--- config.mk ---
export PLATFORM = sky130hd
export DESIGN_NAME = key_value_table
export DESIGN_NICKNAME = d
export VERILOG_FILES = /design/src/rtl/kvt_pkg.sv /design/src/rtl/kvt_ctrl.sv /design/src/rtl/kvt_datapath.sv /design/src/rtl/key_value_table.sv
export SDC_FILE = /design/constraint.sdc
export NUM_CORES = 2
export LEC_CHECK = 0
export ABC_AREA = 1
export BUFFER_PORTS_ARGS = -buffer_cell sky130_fd_sc_hd__buf_4
export CELL_PAD_IN_SITES_DETAIL_PLACEMENT = 1
export CELL_PAD_IN_SITES_GLOBAL_PLACEMENT = 1
export CORE_MARGIN = 2
export CORE_UTILIZATION = 56
export DETAILED_ROUTE_END_ITERATION = 12
export PLACE_DENSITY = 0.82
export RECOVER_POWER = 25
export SLEW_MARGIN = 20
export SYNTH_ARGS = -nofsm -noshare
export SYNTH_HDL_FRONTEND = slang
export SYNTH_HIERARCHICAL = 1
export SYNTH_SLANG_ARGS = --single-unit
--- constraint.sdc ---
create_clock -name clk -period 18.28 [get_ports clk]
set_input_delay 3.656 -clock clk [delete_from_list [all_inputs] [get_ports clk]]
set_output_delay 3.656 -clock clk [all_outputs]
set_load 0.005 [all_outputs]
--- src/rtl/kvt_pkg.sv ---
// ----------------------------------------------------------------------------
// kvt_pkg
// Shared types and codes for the key/value table: request and response
// payloads, request kinds, status codes and the control/status bundles that
// pass between the controller and the datapath.
// ----------------------------------------------------------------------------
package kvt_pkg;

	// Width of the key, value and read_value fields on the ports.
	localparam int WORD_W = 64;

	// Request kinds.
	localparam logic [1:0] REQ_PUT    = 2'd0;
	localparam logic [1:0] REQ_GET    = 2'd1;
	localparam logic [1:0] REQ_DELETE = 2'd2;

	// Response status codes.
	localparam logic [2:0] STAT_UPDATED  = 3'd0;
	localparam logic [2:0] STAT_INSERTED = 3'd1;
	localparam logic [2:0] STAT_FULL     = 3'd2;
	localparam logic [2:0] STAT_FOUND    = 3'd3;
	localparam logic [2:0] STAT_MISSING  = 3'd4;
	localparam logic [2:0] STAT_DELETED  = 3'd5;

	// Request payload.
	typedef struct packed {
		logic [1:0]        req_type;
		logic [WORD_W-1:0] key;
		logic [WORD_W-1:0] value;
	} kvt_req_t;

	// Response payload.
	typedef struct packed {
		logic [2:0]        status;
		logic [WORD_W-1:0] read_value;
	} kvt_rsp_t;

	// Commands from the controller to the datapath.
	typedef struct packed {
		logic start;     // capture a request and restart the scan
		logic clr_step;  // clear one table slot
		logic scan_step; // issue the next slot read
		logic finish;    // commit the table write and load the response
	} kvt_cmd_t;

	// Status from the datapath to the controller.
	typedef struct packed {
		logic clr_last;  // the slot being cleared is the last one
		logic scan_done; // a match was found or every slot was compared
	} kvt_sts_t;

endpackage

--- src/rtl/kvt_ctrl.sv ---
// ----------------------------------------------------------------------------
// kvt_ctrl
// Controller state machine of the key/value table. It runs the clearing pass
// after reset, accepts one request at a time, steps the slot scan and hands
// the finished response to the output register.
// ----------------------------------------------------------------------------
module kvt_ctrl
	import kvt_pkg::*;
(
	input  logic     clk,
	input  logic     arst_n,
	input  logic     req_valid,
	output logic     req_stall,
	output logic     rsp_valid,
	input  logic     rsp_stall,
	output kvt_cmd_t cmd,
	input  kvt_sts_t sts
);

	typedef enum logic [1:0] {
		CLEAR,
		IDLE,
		SCAN,
		FINISH
	} state_t;

	state_t state_q;
	logic   rsp_valid_q;
	logic   out_free;

	// The output register can take a new response when it is empty or being drained.
	assign out_free = !rsp_valid_q || !rsp_stall;

	// Commands follow from the state, gated by req_valid and by a free output register.
	always_comb begin
		cmd           = '0;
		cmd.start     = (state_q == IDLE) && req_valid;
		cmd.clr_step  = (state_q == CLEAR);
		cmd.scan_step = (state_q == SCAN);
		cmd.finish    = (state_q == FINISH) && out_free;
	end

	assign req_stall = (state_q != IDLE);
	assign rsp_valid = rsp_valid_q;

	// State and response valid flag.
	always_ff @(posedge clk or negedge arst_n) begin
		if (!arst_n) begin
			state_q     <= CLEAR;
			rsp_valid_q <= 1'b0;
		end else begin
			// A new response is loaded in the same cycle that the old one drains.
			if (cmd.finish) begin
				rsp_valid_q <= 1'b1;
			end else if (!rsp_stall) begin
				rsp_valid_q <= 1'b0;
			end
			case (state_q)
				CLEAR: begin
					if (sts.clr_last) begin
						state_q <= IDLE;
					end
				end
				IDLE: begin
					if (req_valid) begin
						state_q <= SCAN;
					end
				end
				SCAN: begin
					if (sts.scan_done) begin
						state_q <= FINISH;
					end
				end
				FINISH: begin
					if (out_free) begin
						state_q <= IDLE;
					end
				end
				default: begin
					state_q <= IDLE;
				end
			endcase
		end
	end

endmodule

--- src/rtl/kvt_datapath.sv ---
// ----------------------------------------------------------------------------
// kvt_datapath
// Datapath of the key/value table: the slot memory, the request register,
// the one-slot-per-cycle scan with its match and free-slot trackers, and the
// response register.
// ----------------------------------------------------------------------------
module kvt_datapath
	import kvt_pkg::*;
#(
	parameter int ENTRIES    = 16,
	parameter int KEY_BITS   = 64,
	parameter int VALUE_BITS = 64
) (
	input  logic     clk,
	input  logic     arst_n,
	input  kvt_req_t req,
	output kvt_rsp_t rsp,
	input  kvt_cmd_t cmd,
	output kvt_sts_t sts
);

	localparam int IDX_W = (ENTRIES > 1) ? $clog2(ENTRIES) : 1;
	localparam logic [IDX_W-1:0] LAST_IDX = IDX_W'(ENTRIES - 1);

	typedef struct packed {
		logic                  vld;
		logic [KEY_BITS-1:0]   key;
		logic [VALUE_BITS-1:0] val;
	} entry_t;

	entry_t mem [ENTRIES];

	// Captured request.
	logic [1:0]            kind_q;
	logic [KEY_BITS-1:0]   key_q;
	logic [VALUE_BITS-1:0] val_q;

	// Scan control.
	logic [IDX_W-1:0] idx_q;
	logic             issued_q;
	logic             rd_en;
	entry_t           rd_data_s1;
	logic             rd_vld_s1;
	logic [IDX_W-1:0] rd_idx_s1;
	logic             done_q;

	// Match and free-slot trackers.
	logic                  hit_q;
	logic [IDX_W-1:0]      hit_idx_q;
	logic [VALUE_BITS-1:0] hit_val_q;
	logic                  free_q;
	logic [IDX_W-1:0]      free_idx_q;

	// Finish-time write and response.
	logic             wr_en;
	logic [IDX_W-1:0] wr_addr;
	entry_t           wr_data;
	logic             fin_wr;
	logic [IDX_W-1:0] fin_addr;
	entry_t           fin_data;
	kvt_rsp_t         fin_rsp;
	kvt_rsp_t         rsp_q;

	assign rd_en = cmd.scan_step && !issued_q;

	// Request capture, masked to the configured key and value widths.
	always_ff @(posedge clk) begin
		if (cmd.start) begin
			kind_q <= req.req_type;
			key_q  <= req.key[KEY_BITS-1:0];
			val_q  <= req.value[VALUE_BITS-1:0];
		end
	end

	// Slot counter, shared by the clearing pass and the scan.
	always_ff @(posedge clk or negedge arst_n) begin
		if (!arst_n) begin
			idx_q     <= '0;
			issued_q  <= 1'b0;
			rd_vld_s1 <= 1'b0;
			done_q    <= 1'b0;
		end else begin
			// No read is issued in the cycle that starts a request.
			rd_vld_s1 <= rd_en;
			if (cmd.start) begin
				idx_q     <= '0;
				issued_q  <= 1'b0;
				done_q    <= 1'b0;
			end else if (cmd.clr_step) begin
				idx_q <= (idx_q == LAST_IDX) ? '0 : idx_q + 1'b1;
			end else if (rd_en) begin
				if (idx_q == LAST_IDX) begin
					issued_q <= 1'b1;
				end else begin
					idx_q <= idx_q + 1'b1;
				end
			end
			if (!cmd.start && rd_vld_s1 && (rd_idx_s1 == LAST_IDX)) begin
				done_q <= 1'b1;
			end
		end
	end

	// Registered memory read.
	always_ff @(posedge clk) begin
		if (rd_en) begin
			rd_data_s1 <= mem[idx_q];
			rd_idx_s1  <= idx_q;
		end
	end

	// Compare stage: keep the lowest matching slot and the lowest free slot.
	always_ff @(posedge clk or negedge arst_n) begin
		if (!arst_n) begin
			hit_q  <= 1'b0;
			free_q <= 1'b0;
		end else if (cmd.start) begin
			hit_q  <= 1'b0;
			free_q <= 1'b0;
		end else if (rd_vld_s1) begin
			if (rd_data_s1.vld && (rd_data_s1.key == key_q) && !hit_q) begin
				hit_q <= 1'b1;
			end
			if (!rd_data_s1.vld && !free_q) begin
				free_q <= 1'b1;
			end
		end
	end

	always_ff @(posedge clk) begin
		if (rd_vld_s1 && !cmd.start) begin
			if (rd_data_s1.vld && (rd_data_s1.key == key_q) && !hit_q) begin
				hit_idx_q <= rd_idx_s1;
				hit_val_q <= rd_data_s1.val;
			end
			if (!rd_data_s1.vld && !free_q) begin
				free_idx_q <= rd_idx_s1;
			end
		end
	end

	// Outcome of the request: table write and response.
	always_comb begin
		fin_wr             = 1'b0;
		fin_addr           = hit_idx_q;
		fin_data.vld       = 1'b1;
		fin_data.key       = key_q;
		fin_data.val       = val_q;
		fin_rsp.status     = STAT_MISSING;
		fin_rsp.read_value = '0;
		case (kind_q)
			REQ_PUT: begin
				if (hit_q) begin
					fin_wr         = 1'b1;
					fin_rsp.status = STAT_UPDATED;
				end else if (free_q) begin
					fin_wr         = 1'b1;
					fin_addr       = free_idx_q;
					fin_rsp.status = STAT_INSERTED;
				end else begin
					fin_rsp.status = STAT_FULL;
				end
			end
			REQ_GET: begin
				if (hit_q) begin
					fin_rsp.status     = STAT_FOUND;
					fin_rsp.read_value = WORD_W'(hit_val_q);
				end
			end
			REQ_DELETE: begin
				if (hit_q) begin
					fin_wr         = 1'b1;
					fin_data.vld   = 1'b0;
					fin_rsp.status = STAT_DELETED;
				end
			end
			default: begin
				fin_rsp.status = STAT_MISSING;
			end
		endcase
	end

	// Single write port: the clearing pass or the finish-time update.
	always_comb begin
		wr_en   = cmd.clr_step || (cmd.finish && fin_wr);
		wr_addr = cmd.clr_step ? idx_q : fin_addr;
		wr_data = cmd.clr_step ? entry_t'('0) : fin_data;
	end

	always_ff @(posedge clk) begin
		if (wr_en) begin
			mem[wr_addr] <= wr_data;
		end
	end

	// Response register.
	always_ff @(posedge clk) begin
		if (cmd.finish) begin
			rsp_q <= fin_rsp;
		end
	end

	assign rsp           = rsp_q;
	assign sts.clr_last  = (idx_q == LAST_IDX);
	assign sts.scan_done = hit_q || done_q;

endmodule

--- src/rtl/key_value_table.sv ---
// ----------------------------------------------------------------------------
// key_value_table
// Fixed table of key/value slots serving put, get and delete requests.
// ----------------------------------------------------------------------------
// The table holds ENTRIES slots in a memory with one read port and one write
// port that is scanned one slot per cycle from slot 0 upward; a request uses
// the lowest valid slot whose key matches, and a put without a match fills
// the lowest free slot. One request is served at a time: the scan stops at
// the first matching slot, so a hit in a low slot frees the table sooner
// than a miss, which reads every slot through the memory read port. Each
// request gives exactly one response, held in an output register so that a
// new request is accepted while a response waits. After reset the table runs
// a clearing pass over every slot, during which req_stall stays high.
// ----------------------------------------------------------------------------
module key_value_table
	import kvt_pkg::*;
#(
	parameter int ENTRIES    = 16,
	parameter int KEY_BITS   = 64,
	parameter int VALUE_BITS = 64
) (
	input  logic     clk,
	input  logic     arst_n,
	input  logic     req_valid,
	output logic     req_stall,
	input  kvt_req_t req,
	output logic     rsp_valid,
	input  logic     rsp_stall,
	output kvt_rsp_t rsp
);

	kvt_cmd_t cmd;
	kvt_sts_t sts;

	// Sequencing of the clearing pass, scan and response.
	kvt_ctrl u_ctrl (
		.clk       (clk),
		.arst_n    (arst_n),
		.req_valid (req_valid),
		.req_stall (req_stall),
		.rsp_valid (rsp_valid),
		.rsp_stall (rsp_stall),
		.cmd       (cmd),
		.sts       (sts)
	);

	// Slot memory, compare logic and response register.
	kvt_datapath #(
		.ENTRIES    (ENTRIES),
		.KEY_BITS   (KEY_BITS),
		.VALUE_BITS (VALUE_BITS)
	) u_datapath (
		.clk    (clk),
		.arst_n (arst_n),
		.req    (req),
		.rsp    (rsp),
		.cmd    (cmd),
		.sts    (sts)
	);

endmodule

==> results.yml <==
floorplanning:
  initial_core_util: 0.564
  rows: 151
  core_um2: 169000
  die_x_um: 417
  fp.dieH_um: 417
  dieArea_um2: 174000
  io_pins: 203
power:
  peakVddDrop_v: 0.000131
  power_leakage_nw: 35.7
  p_per_area_nw_per_um2: 169
grt:
  grt_start_max_net_pins: 233
  grt_remaining_overflow: 0
  grt_pass1_vias: 66600
  grt_pass1_wl_um: 430000
  antenna_found_initial: 2
  track_usage: 0.334
layout:
  final_util: 0.629
  layout.nets: 7229
  fin_cells: 9508
  multi_input_area_um2: 18300
  nFillCells: 15600
  area_delta_synth_final_pct: 11.4
  seqCellArea_um2: 74400
  fin_area_um2: 107000
  drive_gt1_frac: 0.0889
yosys:
  synth_most_common_cell: "edfxtp_1"
  yosys-top-cells-count: "edfxtp_1 (2466), nor2_1 (1430), o21ai_0 (1104)"
  synth_top_family_by_area: "compound AO/OA/AOI/OAI gates"
  synth_fa_ha_area_frac: 0.000654
  synth-main-ff-cell: "edfxtp_1"
  yosysTopAreaCell: "edfxtp_1"
  synth_edf_count: 2466
  muxShareOfSynthArea: 0
  synth_top_area_share: 0.775
  synth_compound_area_frac: 0.107
  async_flop_share: 0.00484
  ys_warn_count: 6
  yosys.cell_types.count: 33
  synthXorXnorAreaFrac: 0.00110
  synth_cells: 7013
  synthTopCellsByArea: "edfxtp_1 (77%), o21ai_0 (5.8%), nor2_1 (5.6%)"
  yosys.area_share.simple: 0.0806
  avgSynthCellArea_um2: 13.6
  synth-seq-cells: 2478
  ys_seq_area_frac: 0.778
  synth_fp_nets: 7152
  synth_area_um2: 95600
critical_path:
  cp-start-kind: "flop"
  worstSetupEndpointType: "flop"
  slowest_stage: "clkbuf_1"
  critical-path-max-stage-delay_ns: 2.74
  path_class: "flop to flop"
  crit_arrival_ns: 10.05
  cp_common_cell: "nand2_1"
  cp_num_buf_inv: 4
  critical_path.cell_chain: "inv_1 > ha_1 > clkbuf_1 > nand2_1 > nand2_1 > nand2_1 > nor2_4 > buf_4 > buf_4"
  worstPathRequired_ns: 18.77
  path_max_fanout: 54
  cp_top_family: "buffers and inverters"
sta:
  rsz0062_at_grt: "no"
  tightest_slew_ns: 7.23
  hold_violations: 0
  fin_setup_tns_ns: 0
  max_slew_margin: -3.85
  fmax_ghz: 0.105
  period_minus_slack_ns: 9.56
  drv_slew: 495
  report.final.setup_viol: 0
  skew_ns: 0.0554
  whs_ns: 0.412
  finalCritPeriodShare: 0.523
drt:
  post_drt_wl_per_cell_um: 30.8
  ant_nets: 0
  avgViaCountPerCell: 6.57
  drtIter0Drc: 8729
  via_count: 62400
  drt_pre_antenna_iters: 6
  drc: 0
  finalWirelength_um: 293000
flow_run:
  maxCapViolCount: 9
placed_design:
  dp.cells: 9066
  dpl_cell_area_um2: 98800
  gp_congestion: 0.872
  portBuffers: 202
  hpwlAfterDp_um: 150000
clock_tree:
  path_clk_slew_ns: 0.06
  cts_tree: "built"
  cts_made_buffers: 237
  clk_path_buf_depth: 3
  h-tree-depth: 4
  clkLatencyLatePin_ns: 0.90
  cts_setup_buffers: 0
  cts-hold-fix-buffers: 0
  post_cts_resized: 0
  clock_sinks: 2478
  root_buffer: "clkbuf_16"
outcome:
  status: "finished, violations left"
  violations: "capacitance limit, slew limit"
min_path:
  hold_path_class: "flop to flop"
## worst register-to-register path, delay by kind of cell (launching register included)
| family | cells | cell delay, ns |
|---|---|---|
| adders and majority gates | 1 | 1.85 |
| and+or+nand+nor | 4 | 1.92 |
| buffers and inverters | 4 | 4.86 |
| DFF | 1 | 0.42 |
## report_power, final
| part | leakage, nW | switching, W | internal, W |
|---|---|---|---|
| Combinational | 9.31 | 0.00398 | 0.00112 |
| Sequential | 22.6 | 0.000333 | 0.00766 |
| Clock | 3.72 | 0.00218 | 0.00274 |
| Total | 35.7 | 0.00648 | 0.0115 |
## cells by family after synthesis
| group | Yosys count |
|---|---|
| flip-flops | 2478 |
| AND/OR/NAND/NOR | 1995 |
| adder cells (fa/ha/maj) | 5 |
| AO/OA/AOI/OAI | 1792 |
| XOR/XNOR | 12 |
| buffers and inverters | 731 |
## final cells by class
class / instances / area share
sequential: 2478 / 0.698
multi-input combinational: 3804 / 0.172
clock buffer: 288 / 0.0577
tap: 2218 / 0.0260
timing repair buffer: 289 / 0.0219
clock inverter: 148 / 0.0141
inverter: 280 / 0.0104
antenna: 3 / 0.0000705
## registers in the layout (all words and copies together) (netlist names)
register               cells
u_ctrl/rsp_valid           1
u_ctrl/state_q             2
u_datapath/done_q          1
u_datapath/free_idx_q      4
u_datapath/free_q          1
u_datapath/hit_idx_q       4
u_datapath/hit_q           1
u_datapath/hit_val_q      64
u_datapath/idx_q           4
u_datapath/issued_q        1
u_datapath/key_q          64
u_datapath/kind_q          2
u_datapath/mem          2064
u_datapath/rd_data_s1    129
u_datapath/rd_idx_s1       4
u_datapath/rd_vld_s1       1
u_datapath/rsp            67
u_datapath/val_q          64
## per-stage QoR
stage / power, W / setup slack, ns
2_1_floorplan: 0.0110 / 4.54
6_report: 0.0180 / 8.72
4_1_cts: 0.0178 / 10.85
3_3_place_gp: 0.0125 / 10.08
3_5_place_dp: 0.0129 / 9.91
5_1_grt: 0.0186 / 8.66
## worst paths after layout
path	start	end	slack [ns]	cells past startpoint
worst max register to register	u_ctrl/state_q[0]	u_datapath/mem[12][29]	8.72	9
worst max-delay path	u_ctrl/state_q[0]	u_datapath/mem[12][29]	8.72	9
max in group asynchronous	arst_n	u_datapath/idx_q[1]	14.74	1
worst min-delay path	u_datapath/rd_data_s1[61]	u_datapath/hit_val_q[61]	0.41	0
worst min register to register	u_datapath/rd_data_s1[61]	u_datapath/hit_val_q[61]	0.41	0
min in group asynchronous	arst_n	u_ctrl/state_q[0]	2.87	1
## placed cells by master, fill, tap and decap left out, drive strengths merged, types with 8 or more instances in the layout
cell type,count
edfxtp,2466
nor2,1431
o21ai,1200
nand2,436
clkbuf,295
inv,288
o22ai,286
buf,282
o221ai,159
o211ai,137
clkinv,107
nand3,91
nand4,31
bufinv,25
dfrtp,12
xnor2,11
clkinvlp,8
a21oi,8
## per-layer routing
metal | global-route usage | vias up | part of all wire
li1 | - | 25900 | -
met3 | 0.0507 | 887 | 0.088
met2 | 0.551 | 3915 | 0.49
met4 | 0.173 | 2 | 0.053
met1 | 0.433 | 31700 | 0.37
met5 | 0 | - | 0.000044
Note: power is estimated with default switching activity, not from simulation.
